$ cat src/rtl/ibc_pkg.sv
package ibc_pkg;

    localparam int FRACTION_BITS = 12;
    localparam int ONE           = 1 << FRACTION_BITS;

    localparam int CMD_W    = 3;
    localparam int KEY_W    = 32;
    localparam int TGT_W    = 3;
    localparam int VAL_W    = 14;
    localparam int DB_W     = 13;
    localparam int GAIN_W   = 16;
    localparam int PREV_W   = 17;
    localparam int DELTA_W  = PREV_W + 1;
    localparam int SUM_W    = 22;
    localparam int OUT_W    = 14;
    localparam int DIFF_W   = VAL_W + 1;
    localparam int PROD_W   = DIFF_W + GAIN_W;
    localparam int SQ_W     = 2 * SUM_W;
    localparam int ROOT_W   = SUM_W;
    localparam int DIVD_W   = SUM_W + FRACTION_BITS;
    localparam int REM_W    = ROOT_W + 3;
    localparam int ITER_W   = 6;

    localparam int S_TDATA_W = 80;
    localparam int M_TDATA_W = 72;

    localparam logic signed [SUM_W-1:0]  SUM_MAX     = {1'b0, {(SUM_W-1){1'b1}}};
    localparam logic signed [SUM_W-1:0]  SUM_MIN     = {1'b1, {(SUM_W-1){1'b0}}};
    localparam logic signed [PROD_W-1:0] PREV_MAX    = PROD_W'(65535);
    localparam logic signed [PROD_W-1:0] PREV_MIN    = -PROD_W'(65536);
    localparam logic signed [SUM_W-1:0]  SUM_ONE     = SUM_W'(ONE);
    localparam logic signed [SUM_W-1:0]  SUM_NEG_ONE = -SUM_W'(ONE);
    localparam logic [SQ_W-1:0]          ONE_SQ      = SQ_W'(ONE * ONE);

    typedef enum logic [CMD_W-1:0] {
        CMD_BIND    = 3'd0,
        CMD_AXIS    = 3'd1,
        CMD_PRESS   = 3'd2,
        CMD_RELEASE = 3'd3,
        CMD_TICK    = 3'd4,
        CMD_UPDATE  = 3'd5
    } ibc_cmd_t;

    typedef enum logic [1:0] {
        CH_ENTRY,
        CH_X,
        CH_Y,
        CH_FIRE
    } ibc_chan_sel_t;

    typedef enum logic [4:0] {
        S_IDLE,
        S_DISP,
        S_RD,
        S_CHK,
        S_AX_MUL,
        S_AX_SC,
        S_SUM_RD,
        S_SUM_WR,
        S_BIND_WR,
        S_U_RDX,
        S_U_RDY,
        S_U_SQX,
        S_U_SQY,
        S_U_CMP,
        S_U_ROOT,
        S_U_ROOTW,
        S_U_DX,
        S_U_DXW,
        S_U_DY,
        S_U_DYW,
        S_U_FRD,
        S_U_FCL,
        S_FIN
    } ibc_state_t;

    typedef struct packed {
        logic          load;
        logic          ent_rd;
        logic          idx_inc;
        logic          scan_rec;
        logic          bind_wr;
        logic          set_rel;
        logic          clr_rel;
        logic          mul_ax;
        logic          ax_ld;
        logic          press_ld;
        logic          tick_ld;
        logic          sum_rd;
        ibc_chan_sel_t chan_sel;
        logic          sum_wr;
        logic          x_ld;
        logic          y_ld;
        logic          sq_x;
        logic          sq_sum;
        logic          pass_ld;
        logic          root_go;
        logic          root_ld;
        logic          div_go;
        logic          div_y;
        logic          res_ld;
        logic          pair_inc;
        logic          fire_ld;
        logic          out_load;
    } ibc_dp_cmd_t;

    typedef struct packed {
        logic [CMD_W-1:0] cmd;
        logic             tgt_ok;
        logic             hit;
        logic             valid_cur;
        logic             pressed_cur;
        logic             released_cur;
        logic             idx_last;
        logic             pair_last;
        logic             big;
        logic             iter_busy;
        logic             iter_done;
        logic             out_busy;
    } ibc_dp_stat_t;

endpackage

$ cat src/rtl/ibc_ctrl.sv
module ibc_ctrl (
    input  logic                  aclk,
    input  logic                  aresetn,
    input  logic                  s_tvalid,
    output logic                  s_tready,
    input  ibc_pkg::ibc_dp_stat_t stat,
    output ibc_pkg::ibc_dp_cmd_t  cmd
);
    import ibc_pkg::*;

    ibc_state_t state_reg;
    ibc_state_t state_next;
    ibc_state_t scan_next;

    always_ff @(posedge aclk) begin
        if (!aresetn) begin
            state_reg <= S_IDLE;
        end else begin
            state_reg <= state_next;
        end
    end

    assign scan_next = stat.idx_last ? S_FIN : S_RD;

    always_comb begin
        state_next = state_reg;
        case (state_reg)
            S_IDLE: begin
                if (s_tvalid) begin
                    state_next = S_DISP;
                end
            end
            S_DISP: begin
                case (stat.cmd)
                    CMD_BIND:    state_next = stat.tgt_ok ? S_RD : S_FIN;
                    CMD_AXIS:    state_next = S_RD;
                    CMD_PRESS:   state_next = S_RD;
                    CMD_RELEASE: state_next = S_RD;
                    CMD_TICK:    state_next = S_RD;
                    CMD_UPDATE:  state_next = S_U_RDX;
                    default:     state_next = S_FIN;
                endcase
            end
            S_RD: state_next = S_CHK;
            S_CHK: begin
                case (stat.cmd)
                    CMD_BIND: state_next = stat.idx_last ? S_BIND_WR : S_RD;
                    CMD_AXIS: state_next = stat.hit ? S_AX_MUL : scan_next;
                    CMD_PRESS: begin
                        state_next = (stat.hit && !stat.pressed_cur) ? S_SUM_RD : scan_next;
                    end
                    CMD_TICK: begin
                        if (stat.valid_cur && stat.released_cur && stat.pressed_cur) begin
                            state_next = S_SUM_RD;
                        end else begin
                            state_next = scan_next;
                        end
                    end
                    default: state_next = scan_next;
                endcase
            end
            S_AX_MUL:  state_next = S_AX_SC;
            S_AX_SC:   state_next = S_SUM_RD;
            S_SUM_RD:  state_next = S_SUM_WR;
            S_SUM_WR:  state_next = scan_next;
            S_BIND_WR: state_next = S_FIN;
            S_U_RDX:   state_next = S_U_RDY;
            S_U_RDY:   state_next = S_U_SQX;
            S_U_SQX:   state_next = S_U_SQY;
            S_U_SQY:   state_next = S_U_CMP;
            S_U_CMP: begin
                if (stat.big) begin
                    state_next = S_U_ROOT;
                end else begin
                    state_next = stat.pair_last ? S_U_FRD : S_U_RDX;
                end
            end
            S_U_ROOT: state_next = S_U_ROOTW;
            S_U_ROOTW: begin
                if (stat.iter_done) begin
                    state_next = S_U_DX;
                end
            end
            S_U_DX: state_next = S_U_DXW;
            S_U_DXW: begin
                if (stat.iter_done) begin
                    state_next = S_U_DY;
                end
            end
            S_U_DY: state_next = S_U_DYW;
            S_U_DYW: begin
                if (stat.iter_done) begin
                    state_next = stat.pair_last ? S_U_FRD : S_U_RDX;
                end
            end
            S_U_FRD: state_next = S_U_FCL;
            S_U_FCL: state_next = S_FIN;
            S_FIN: begin
                if (!stat.out_busy) begin
                    state_next = S_IDLE;
                end
            end
            default: state_next = S_IDLE;
        endcase
    end

    always_comb begin
        cmd      = '0;
        s_tready = 1'b0;
        case (state_reg)
            S_IDLE: begin
                s_tready = 1'b1;
                cmd.load = s_tvalid;
            end
            S_RD: cmd.ent_rd = 1'b1;
            S_CHK: begin
                case (stat.cmd)
                    CMD_BIND: begin
                        cmd.scan_rec = 1'b1;
                        cmd.idx_inc  = !stat.idx_last;
                    end
                    CMD_AXIS: cmd.idx_inc = !stat.hit && !stat.idx_last;
                    CMD_PRESS: begin
                        if (stat.hit && !stat.pressed_cur) begin
                            cmd.press_ld = 1'b1;
                        end else begin
                            cmd.idx_inc = !stat.idx_last;
                        end
                    end
                    CMD_RELEASE: begin
                        cmd.set_rel = stat.hit;
                        cmd.idx_inc = !stat.idx_last;
                    end
                    CMD_TICK: begin
                        if (stat.valid_cur && stat.released_cur && stat.pressed_cur) begin
                            cmd.tick_ld = 1'b1;
                        end else begin
                            cmd.clr_rel = stat.valid_cur && stat.released_cur;
                            cmd.idx_inc = !stat.idx_last;
                        end
                    end
                    default: cmd.idx_inc = !stat.idx_last;
                endcase
            end
            S_AX_MUL: cmd.mul_ax = 1'b1;
            S_AX_SC:  cmd.ax_ld  = 1'b1;
            S_SUM_RD: begin
                cmd.sum_rd   = 1'b1;
                cmd.chan_sel = CH_ENTRY;
            end
            S_SUM_WR: begin
                cmd.sum_wr  = 1'b1;
                cmd.idx_inc = !stat.idx_last;
            end
            S_BIND_WR: cmd.bind_wr = 1'b1;
            S_U_RDX: begin
                cmd.sum_rd   = 1'b1;
                cmd.chan_sel = CH_X;
            end
            S_U_RDY: begin
                cmd.x_ld     = 1'b1;
                cmd.sum_rd   = 1'b1;
                cmd.chan_sel = CH_Y;
            end
            S_U_SQX: begin
                cmd.y_ld = 1'b1;
                cmd.sq_x = 1'b1;
            end
            S_U_SQY: cmd.sq_sum = 1'b1;
            S_U_CMP: begin
                cmd.pass_ld  = !stat.big;
                cmd.pair_inc = !stat.big && !stat.pair_last;
            end
            S_U_ROOT:  cmd.root_go = 1'b1;
            S_U_ROOTW: cmd.root_ld = stat.iter_done;
            S_U_DX:    cmd.div_go  = 1'b1;
            S_U_DXW:   cmd.res_ld  = stat.iter_done;
            S_U_DY: begin
                cmd.div_go = 1'b1;
                cmd.div_y  = 1'b1;
            end
            S_U_DYW: begin
                cmd.div_y    = 1'b1;
                cmd.res_ld   = stat.iter_done;
                cmd.pair_inc = stat.iter_done && !stat.pair_last;
            end
            S_U_FRD: begin
                cmd.sum_rd   = 1'b1;
                cmd.chan_sel = CH_FIRE;
            end
            S_U_FCL: cmd.fire_ld  = 1'b1;
            S_FIN:   cmd.out_load = !stat.out_busy;
            default: cmd = '0;
        endcase
    end

endmodule

$ cat config.mk
export PLATFORM = sky130hd
export DESIGN_NAME = ibc_ctrl
export DESIGN_NICKNAME = d
export VERILOG_FILES = /design/src/rtl/ibc_pkg.sv /design/src/rtl/ibc_ctrl.sv
export SDC_FILE = /design/constraint.sdc
export NUM_CORES = 1
export LEC_CHECK = 0
export ABC_CLOCK_PERIOD_IN_PS = 3100
export BUFFER_PORTS_ARGS = -buffer_cell sky130_fd_sc_hd__buf_2
export CAP_MARGIN = 20
export CORE_MARGIN = 2
export CORE_UTILIZATION = 51
export DETAILED_ROUTE_END_ITERATION = 7
export GPL_TIMING_DRIVEN = 0
export PLACE_DENSITY_LB_ADDON = 0.2
export REMOVE_ABC_BUFFERS = 1
export SYNTH_ARGS = -nofsm -noshare
export SYNTH_HDL_FRONTEND = slang
export SYNTH_SLANG_ARGS = --single-unit
$ cat constraint.sdc
create_clock -name aclk -period 3.1 [get_ports aclk]
set_input_delay 0.465 -clock aclk [delete_from_list [all_inputs] [get_ports aclk]]
set_output_delay 0.465 -clock aclk [all_outputs]
set_load 0.03 [all_outputs]
==> results.yml, run 1 <==
synth:
  ys_seq_elements: 5
  ys_seq_area_frac: 0.0949
  synth-edff-count: 0
  synthAdderAreaFrac: 0
  synth-xor-area-share: 0
  synth_compound_gate_area_share: 0.280
  syn_area_mm2: 0.00105
  postSynth.asyncResetShare: 0
  syn_area_per_cell_um2: 6.43
  synthCells: 164
  synth_mux_area_frac: 0.0190
  synthFlopType: "dfxtp_1"
  ys_types: 53
  synthSimpleGateAreaFrac: 0.492
  synth_top_family_by_area: "simple AND/OR/NAND/NOR gates"
  ys_warn_count: 0
global_route:
  antenna_found_initial: 0
  grt_pass1_vias: 1131
  grt_first_pass_wirelength_mm: 4.92
  grt_use_total: 0.249
  grt-ovfl-total: 0
  grt_max_degree: 24
floorplanning:
  die_h_um: 49.5
  row_count: 16
  start_util: 0.538
  die_w_um: 49.5
  io_pins: 46
  core_area_mm2: 0.00196
  die_area_mm2: 0.00245
clocking:
  post-cts-setup-buffers: 0
  cts_tree: "yes"
  cts_resized: 0
  postCtsHoldBufs: 0
  cts-root-buf: "clkbuf_4"
  cts_buffer_depth: 2
  clkTransAtPathRegs_ns: 0.05
  cts_sinks: 5
  htreeDepth: 1
  numCtsBuffers: 3
  clk_latency_ns: 0.25
critical_path:
  slowest_delay_ns: 0.73
  cp.buffers_inverters: 1
  critPathKind: "register to primary output"
  start_kind: "register"
  required_ns: 2.63
  path_cells: "or3b_4 -> nor2_1 -> nand3_1 -> nor3_1 -> buf_2"
  rrSetupSlack_ns: 0.92
  cp_top_family: "simple AND/OR/NAND/NOR gates"
  crit_fanout: 21
  cp-end-kind: "primary output"
  crit_slowest_cell: "dfxtp_1"
  arrival_ns: 2.29
timing:
  hold_violations: 0
  worstMarginPinSlew_ns: 0.675
  period_share: 0.888
  finalSetupTns_ns: 0
  fin_worst_skew_ns: 0.00240
  setup_viol: 0
  slew_violations: 0
  period_minus_slack_ns: 2.75
  fmax_mhz: 363
  slew-limit-headroom: 0.550
  grt_setup_unrepaired: "false"
power:
  power_leakage_nw: 0.573
  power.density_mw_per_mm2: 726
  peakVddDrop_uv: 595
cells_and_area:
  layout_commonest_cell: "buf_2"
  syn2layout_area_growth_pct: 18.0
  final_core_util: 0.635
  diodes: 0
  drive_gt1_frac: 0.296
  final_area_mm2: 0.00124
  fin_nets: 214
  largest_reg_flops: 5
  final_cell_mix: "buf_2, nor2_1, nand2_1, nor3_1, inv_1"
hold_path:
  min_path_type: "primary input to register"
placement:
  hpwlAfterDp_mm: 2.18
  io_buffer_count: 44
  detailed_place.area_mm2: 0.00122
  gp_congestion: 0.902
run_status:
  status: "complete, no violations"
routing:
  drtAntennaViolNets: 0
  drt_iter0_markers: 36
  drc: 0
  wl_mm: 3.09
  via_per_inst: 6.07
  drtPass1Iterations: 4
  wl_per_cell_um: 13.8
  vias: 1354
job:
  maxCapViolations: 0
## synth_stat cells (all sizes together) (2+ instances only)
cell     count  area, um2
a2111oi      2       17.5
a211oi       4       35.0
a21oi        7       35.0
a311oi       2       17.5
a31oi        6       37.5
and2         2       12.5
and3         2       12.5
and3b        2       17.5
buf         13       78.8
clkbuf       3       11.3
dfxtp        5        100
inv          8       30.0
mux2i        2       20.0
nand2       12       45.0
nand2b       6       37.5
nand3        6       30.0
nand4b       2       17.5
nor2        25       93.8
nor2b        4       25.0
nor3        12       65.1
nor4         3       33.8
o21ai        7       38.8
o32ai        2       17.5
or2          3       21.3
or3          4       25.0
or3b         4       37.5
## tightest hold or removal path: cells and delay by family
family	cells	cell delay [ns]
buffers and inverters	1	0.14
AO/OA/AOI/OAI	1	0.05
AND/OR/NAND/NOR	1	0.06
## where the power goes
part / internal (mW) / switching, mW
sequential: 0.0912 / 0.132
combinational: 0.229 / 0.374
clock: 0.0488 / 0.0290
total: 0.369 / 0.535
## path summary, 6_finish.rpt
kind,from,end,cells after the start
worst min-delay path,aresetn,state_reg[0]$_SDFFE_PN0P_,3
worst max register to register,state_reg[1]$_SDFFE_PN0P_,state_reg[2]$_SDFFE_PN0P_,5
worst min register to register,state_reg[4]$_SDFFE_PN0P_,state_reg[4]$_SDFFE_PN0P_,2
worst max-delay path,state_reg[0]$_SDFFE_PN0P_,cmd[18],5
## area by class of cell
type | instances | area (um2)
timing repair buffer | 44 | 220
sequential | 5 | 100
multi-input combinational | 135 | 835
fill | 216 | 717
inverter | 8 | 30.0
clock buffer | 4 | 26.3
tap | 27 | 33.8
## cells by family after synthesis
| logic type | Yosys count |
|---|---|
| buf+inv | 24 |
| mux | 2 |
| simple gates | 92 |
| flops | 5 |
| compound gates | 41 |
## per-layer routing
layer  part of all wire  GRT usage
met1               0.44      0.335
met2               0.48      0.414
met3              0.074     0.0121
met4              0.010      0.102
met5                  0          0
## metrics by stage
step           power, mW  hold WS, ns  instances  setup slack, ns
6_report           0.904        0.518        223            0.347
5_1_grt            0.976        0.529        223            0.152
4_1_cts            0.897        0.504        223            0.364
3_5_place_dp       0.814        0.742        219            0.644
3_3_place_gp       0.802        0.717        219            0.651
2_1_floorplan      0.638        0.580        148            0.377
(Power assumes the default switching activity.)
==> inputs of run 2 (changes only) <==
--- a/config.mk
+++ b/config.mk
@@ -13,6 +13,7 @@
 export DETAILED_ROUTE_END_ITERATION = 7
 export GPL_TIMING_DRIVEN = 0
 export PLACE_DENSITY_LB_ADDON = 0.2
+export RECOVER_POWER = 50
 export REMOVE_ABC_BUFFERS = 1
 export SYNTH_ARGS = -nofsm -noshare
 export SYNTH_HDL_FRONTEND = slang
==> results.yml, run 2 (same netlist as run 1, synthesis figures left out) <==
run_status:
  status: "complete, no violations"
clocking:
  numCtsBuffers: 3
  cts_tree: "yes"
  clkTransAtPathRegs_ns: 0.05
  postCtsHoldBufs: 0
  cts_sinks: 5
  clk_latency_ns: 0.25
  cts-root-buf: "clkbuf_4"
  htreeDepth: 1
  cts_resized: 0
  post-cts-setup-buffers: 0
  cts_buffer_depth: 2
timing:
  setup_viol: 0
  fin_ws_ns: 0.336
  holdWs_ns: 0.507
  finalSetupTns_ns: 0
  fin_worst_skew_ns: 0.000373
  grt_setup_unrepaired: "false"
  slew-limit-headroom: 0.556
  hold_violations: 0
  period_minus_slack_ns: 2.76
  fmax_mhz: 362
  worstMarginPinSlew_ns: 0.665
  slew_violations: 0
  period_share: 0.892
critical_path:
  critPathKind: "register to primary output"
  critPathLaunch: "state_reg[0]$_SDFFE_PN0P_"
  arrival_ns: 2.30
  crit_fanout: 21
  rr_worst_depth: 5
  r2r-start: "state_reg[4]$_SDFFE_PN0P_"
  required_ns: 2.63
  start_kind: "register"
  cp-end-kind: "primary output"
hold_path:
  min-delay-start: "aresetn"
  whs_path_depth: 3
  min_path_type: "primary input to register"
power:
  power_leakage_nw: 0.520
  peakVddDrop_uv: 568
  power.density_mw_per_mm2: 728
floorplanning:
  die_h_um: 49.5
  io_pins: 46
  die_area_mm2: 0.00245
  core_area_mm2: 0.00196
  die_w_um: 49.5
  start_util: 0.538
  row_count: 16
global_route:
  grt_first_pass_wirelength_mm: 4.92
  grt_pass1_vias: 1131
  grt_use_total: 0.249
  grt_max_degree: 24
  grt-ovfl-total: 0
  antenna_found_initial: 0
placement:
  gp_congestion: 0.902
  io_buffer_count: 44
  pre_cts_slack_ns: 0.644
  hpwlAfterDp_mm: 2.18
cells_and_area:
  largest_reg_flops: 5
  seqCellArea_um2: 100
  syn2layout_area_growth_pct: 15.3
  fin_nets: 214
  layout_commonest_cell: "buf_2"
  final_cell_mix: "buf_2, nor2_1, clkbuf_1, nand2_1, nor3_1"
  multi_input_area_um2: 821
  final_core_util: 0.620
  diodes: 0
  drive_gt1_frac: 0.219
  nFillCells: 227
routing:
  wl_per_cell_um: 13.9
  vias: 1339
  drtPass1Iterations: 4
  via_per_inst: 6.00
  drtAntennaViolNets: 0
  drt_iter0_markers: 38
  wl_mm: 3.11
  drc: 0
job:
  maxCapViolations: 0
## run 2: changes by cell type in the layout (fill, tap and decap cells not counted), sizes merged
cell	change
buf	-12
clkbuf	+12
## run 2: layer usage
layer / up-vias / share of wire / routed length [um] / GRT usage
li1: 671 / - / - / -
met1: 596 / 0.43 / 1350 / 0.335
met2: 68 / 0.47 / 1470 / 0.414
met3: 4 / 0.081 / 252 / 0.0121
met4: 0 / 0.010 / 32 / 0.102
met5: - / 0 / 0 / 0
## run 2: area by class of cell
type	instances	area share
Multi-Input combinational cell	135	0.675
Timing Repair Buffer	44	0.169
Sequential cell	5	0.0823
Tap cell	27	0.0278
Inverter	8	0.0247
Clock buffer	4	0.0216
## run 2: report_power, final
part / switching (mW) / internal, mW
Sequential: 0.132 / 0.0911
Clock: 0.0320 / 0.0490
Combinational: 0.368 / 0.214
## run 2: worst paths after layout
check,end,slack [ns]
setup / recovery,cmd[18],0.34
hold / removal,state_reg[0]$_SDFFE_PN0P_,0.51
setup reg to reg,state_reg[1]$_SDFFE_PN0P_,0.86
hold reg to reg,state_reg[4]$_SDFFE_PN0P_,0.77
## run 2: worst max-delay path, stage by stage (launching register included)
cell     delay (ns)
dfxtp_1        0.73
or3b_4         0.47
nor2_1         0.28
nand3_1        0.15
nor3_1         0.17
buf_2          0.24
## run 2: metrics by stage
stage / cell area [um2] / power, mW / instances
after floorplan: 965 / 0.638 / 148
after global placement: 1220 / 0.802 / 219
after detailed placement: 1220 / 0.814 / 219
after CTS: 1240 / 0.897 / 223
after global routing: 1220 / 0.954 / 223
final: 1220 / 0.885 / 223
==> inputs of run 3 (changes only) <==
--- a/config.mk
+++ b/config.mk
@@ -9,7 +9,7 @@
 export BUFFER_PORTS_ARGS = -buffer_cell sky130_fd_sc_hd__buf_2
 export CAP_MARGIN = 20
 export CORE_MARGIN = 2
-export CORE_UTILIZATION = 51
+export CORE_UTILIZATION = 40
 export DETAILED_ROUTE_END_ITERATION = 7
 export GPL_TIMING_DRIVEN = 0
 export PLACE_DENSITY_LB_ADDON = 0.2
==> results.yml, run 3 (same netlist as run 1, synthesis figures left out) <==
run_status:
  status: "complete, no violations"
routing:
  drtAntennaViolNets: 0
  met2_length_mm: 1.49
  wl_met3_um: 193
  wl_mm: 3.16
  wl_per_cell_um: 14.0
  drt_iter0_markers: 45
  drc: 0
  vias: 1361
  drtPass1Iterations: 4
  dr.max_layer_used: "met4"
  via_per_inst: 6.02
  wl_met1_mm: 1.45
critical_path:
  start_kind: "register"
  required_ns: 2.63
  arrival_ns: 2.30
  rr_worst_depth: 5
  crit_fanout: 21
  r2r-start: "state_reg[4]$_SDFFE_PN0P_"
  crit_slowest_cell: "dfxtp_1"
  rrSetupSlack_ns: 0.91
  slowest_delay_ns: 0.73
  cp-end-kind: "primary output"
  path_cells: "or3b_4 -> nor2_1 -> o221ai_1 -> a21oi_1 -> buf_2"
  critPathKind: "register to primary output"
  r2r_end: "state_reg[1]$_SDFFE_PN0P_"
global_route:
  grt_first_pass_wirelength_mm: 5.06
  grt_max_degree: 24
  grt-ovfl-total: 0
  grt_pass1_vias: 1169
  antenna_found_initial: 0
  grt_use_total: 0.192
floorplanning:
  die_area_mm2: 0.00306
  row_count: 18
  die_w_um: 55.4
  die_h_um: 55.4
  io_pins: 46
  core_area_mm2: 0.00248
  start_util: 0.426
clocking:
  cts_resized: 0
  htreeDepth: 1
  clk_latency_ns: 0.24
  cts_tree: "yes"
  postCtsHoldBufs: 0
  cts_sinks: 5
  cts_buffer_depth: 2
  cts-root-buf: "clkbuf_4"
  numCtsBuffers: 3
  post-cts-setup-buffers: 0
  clkTransAtPathRegs_ns: 0.04
placement:
  gp_congestion: 0.864
  hpwlAfterDp_mm: 2.31
  io_buffer_count: 44
hold_path:
  min_path_type: "primary input to register"
  min-delay-start: "aresetn"
  hold_end: "state_reg[0]$_SDFFE_PN0P_"
  whs_path_depth: 3
power:
  p_total_mw: 0.880
  peakVddDrop_uv: 528
  netSwitchingFraction: 0.599
  power.share.sequential: 0.255
  internal_power_mw: 0.353
  power.density_mw_per_mm2: 721
  pwr-share-clk: 0.086
  p_switching_mw: 0.527
  power_leakage_nw: 0.520
  combPwrFrac: 0.659
timing:
  fin_worst_skew_ns: 0.00245
  worstMarginPinSlew_ns: 0.728
  period_minus_slack_ns: 2.76
  period_share: 0.891
  setup_viol: 0
  hold_violations: 0
  slew_violations: 0
  grt_setup_unrepaired: "false"
  fmax_mhz: 362
  finalSetupTns_ns: 0
  slew-limit-headroom: 0.514
cells_and_area:
  final_cell_mix: "buf_2, nor2_1, clkbuf_1, nand2_1, nor3_1"
  drive_gt1_frac: 0.219
  layout_commonest_cell: "buf_2"
  fin_nets: 214
  largest_reg_flops: 5
  final_core_util: 0.492
  diodes: 0
  syn2layout_area_growth_pct: 15.7
job:
  maxCapViolations: 0
==> run 3: worst max-delay path, delay by kind of cell, from the launching register on <==
family | cells | cell delay (ns)
buf+inv | 1 | 0.21
compound gates | 2 | 0.36
flops | 1 | 0.73
simple gates | 2 | 0.76
==> run 3: stage by stage <==
| stage | std cells | instance area (um2) | hold WS [ns] | setup slack, ns |
|---|---|---|---|---|
| after global placement | 222 | 1220 | 0.722 | 0.617 |
| after detailed placement | 222 | 1220 | 0.759 | 0.599 |
| final | 226 | 1220 | 0.526 | 0.337 |
| after global routing | 226 | 1220 | 0.528 | 0.125 |
| after floorplan | 148 | 965 | 0.580 | 0.377 |
| after CTS | 226 | 1250 | 0.518 | 0.323 |
==> run 3: power groups by stage <==
stage                     Combinational [mW]  Sequential (mW)  Clock, mW
after floorplan                        0.461            0.177          0
after detailed placement               0.600            0.220          0
final                                  0.580            0.224     0.0757
after global placement                 0.589            0.219          0
after global routing                   0.630            0.238     0.0840
after CTS                              0.600            0.221     0.0795
==> run 3: area by class of cell <==
type / count / area, um2
Fill cell: 291 / 1260
Multi-Input combinational cell: 135 / 821
Timing Repair Buffer: 44 / 205
Sequential cell: 5 / 100
Tap cell: 30 / 37.5
Inverter: 8 / 30.0
Clock buffer: 4 / 26.3
==> run 3: metal layers <==
layer  vias up  track usage
li1        676            -
met1       629        0.268
met2        54        0.301
met3         2       0.0211
met4         0       0.0767
met5         -            0
==> run 3: worst max path at each step <==
stage | from | to | slack [ns]
final | state_reg[0]$_SDFFE_PN0P_ | cmd[25] | 0.34
after global routing | state_reg[0]$_SDFFE_PN0P_ | cmd[25] | 0.12
after CTS | state_reg[0]$_SDFFE_PN0P_ | cmd[25] | 0.32
after detailed placement | state_reg[0]$_SDFFE_PN0P_ | cmd[25] | 0.60
after global placement | state_reg[0]$_SDFFE_PN0P_ | cmd[25] | 0.62
after floorplan | state_reg[0]$_SDFFE_PN0P_ | cmd[21] | 0.38
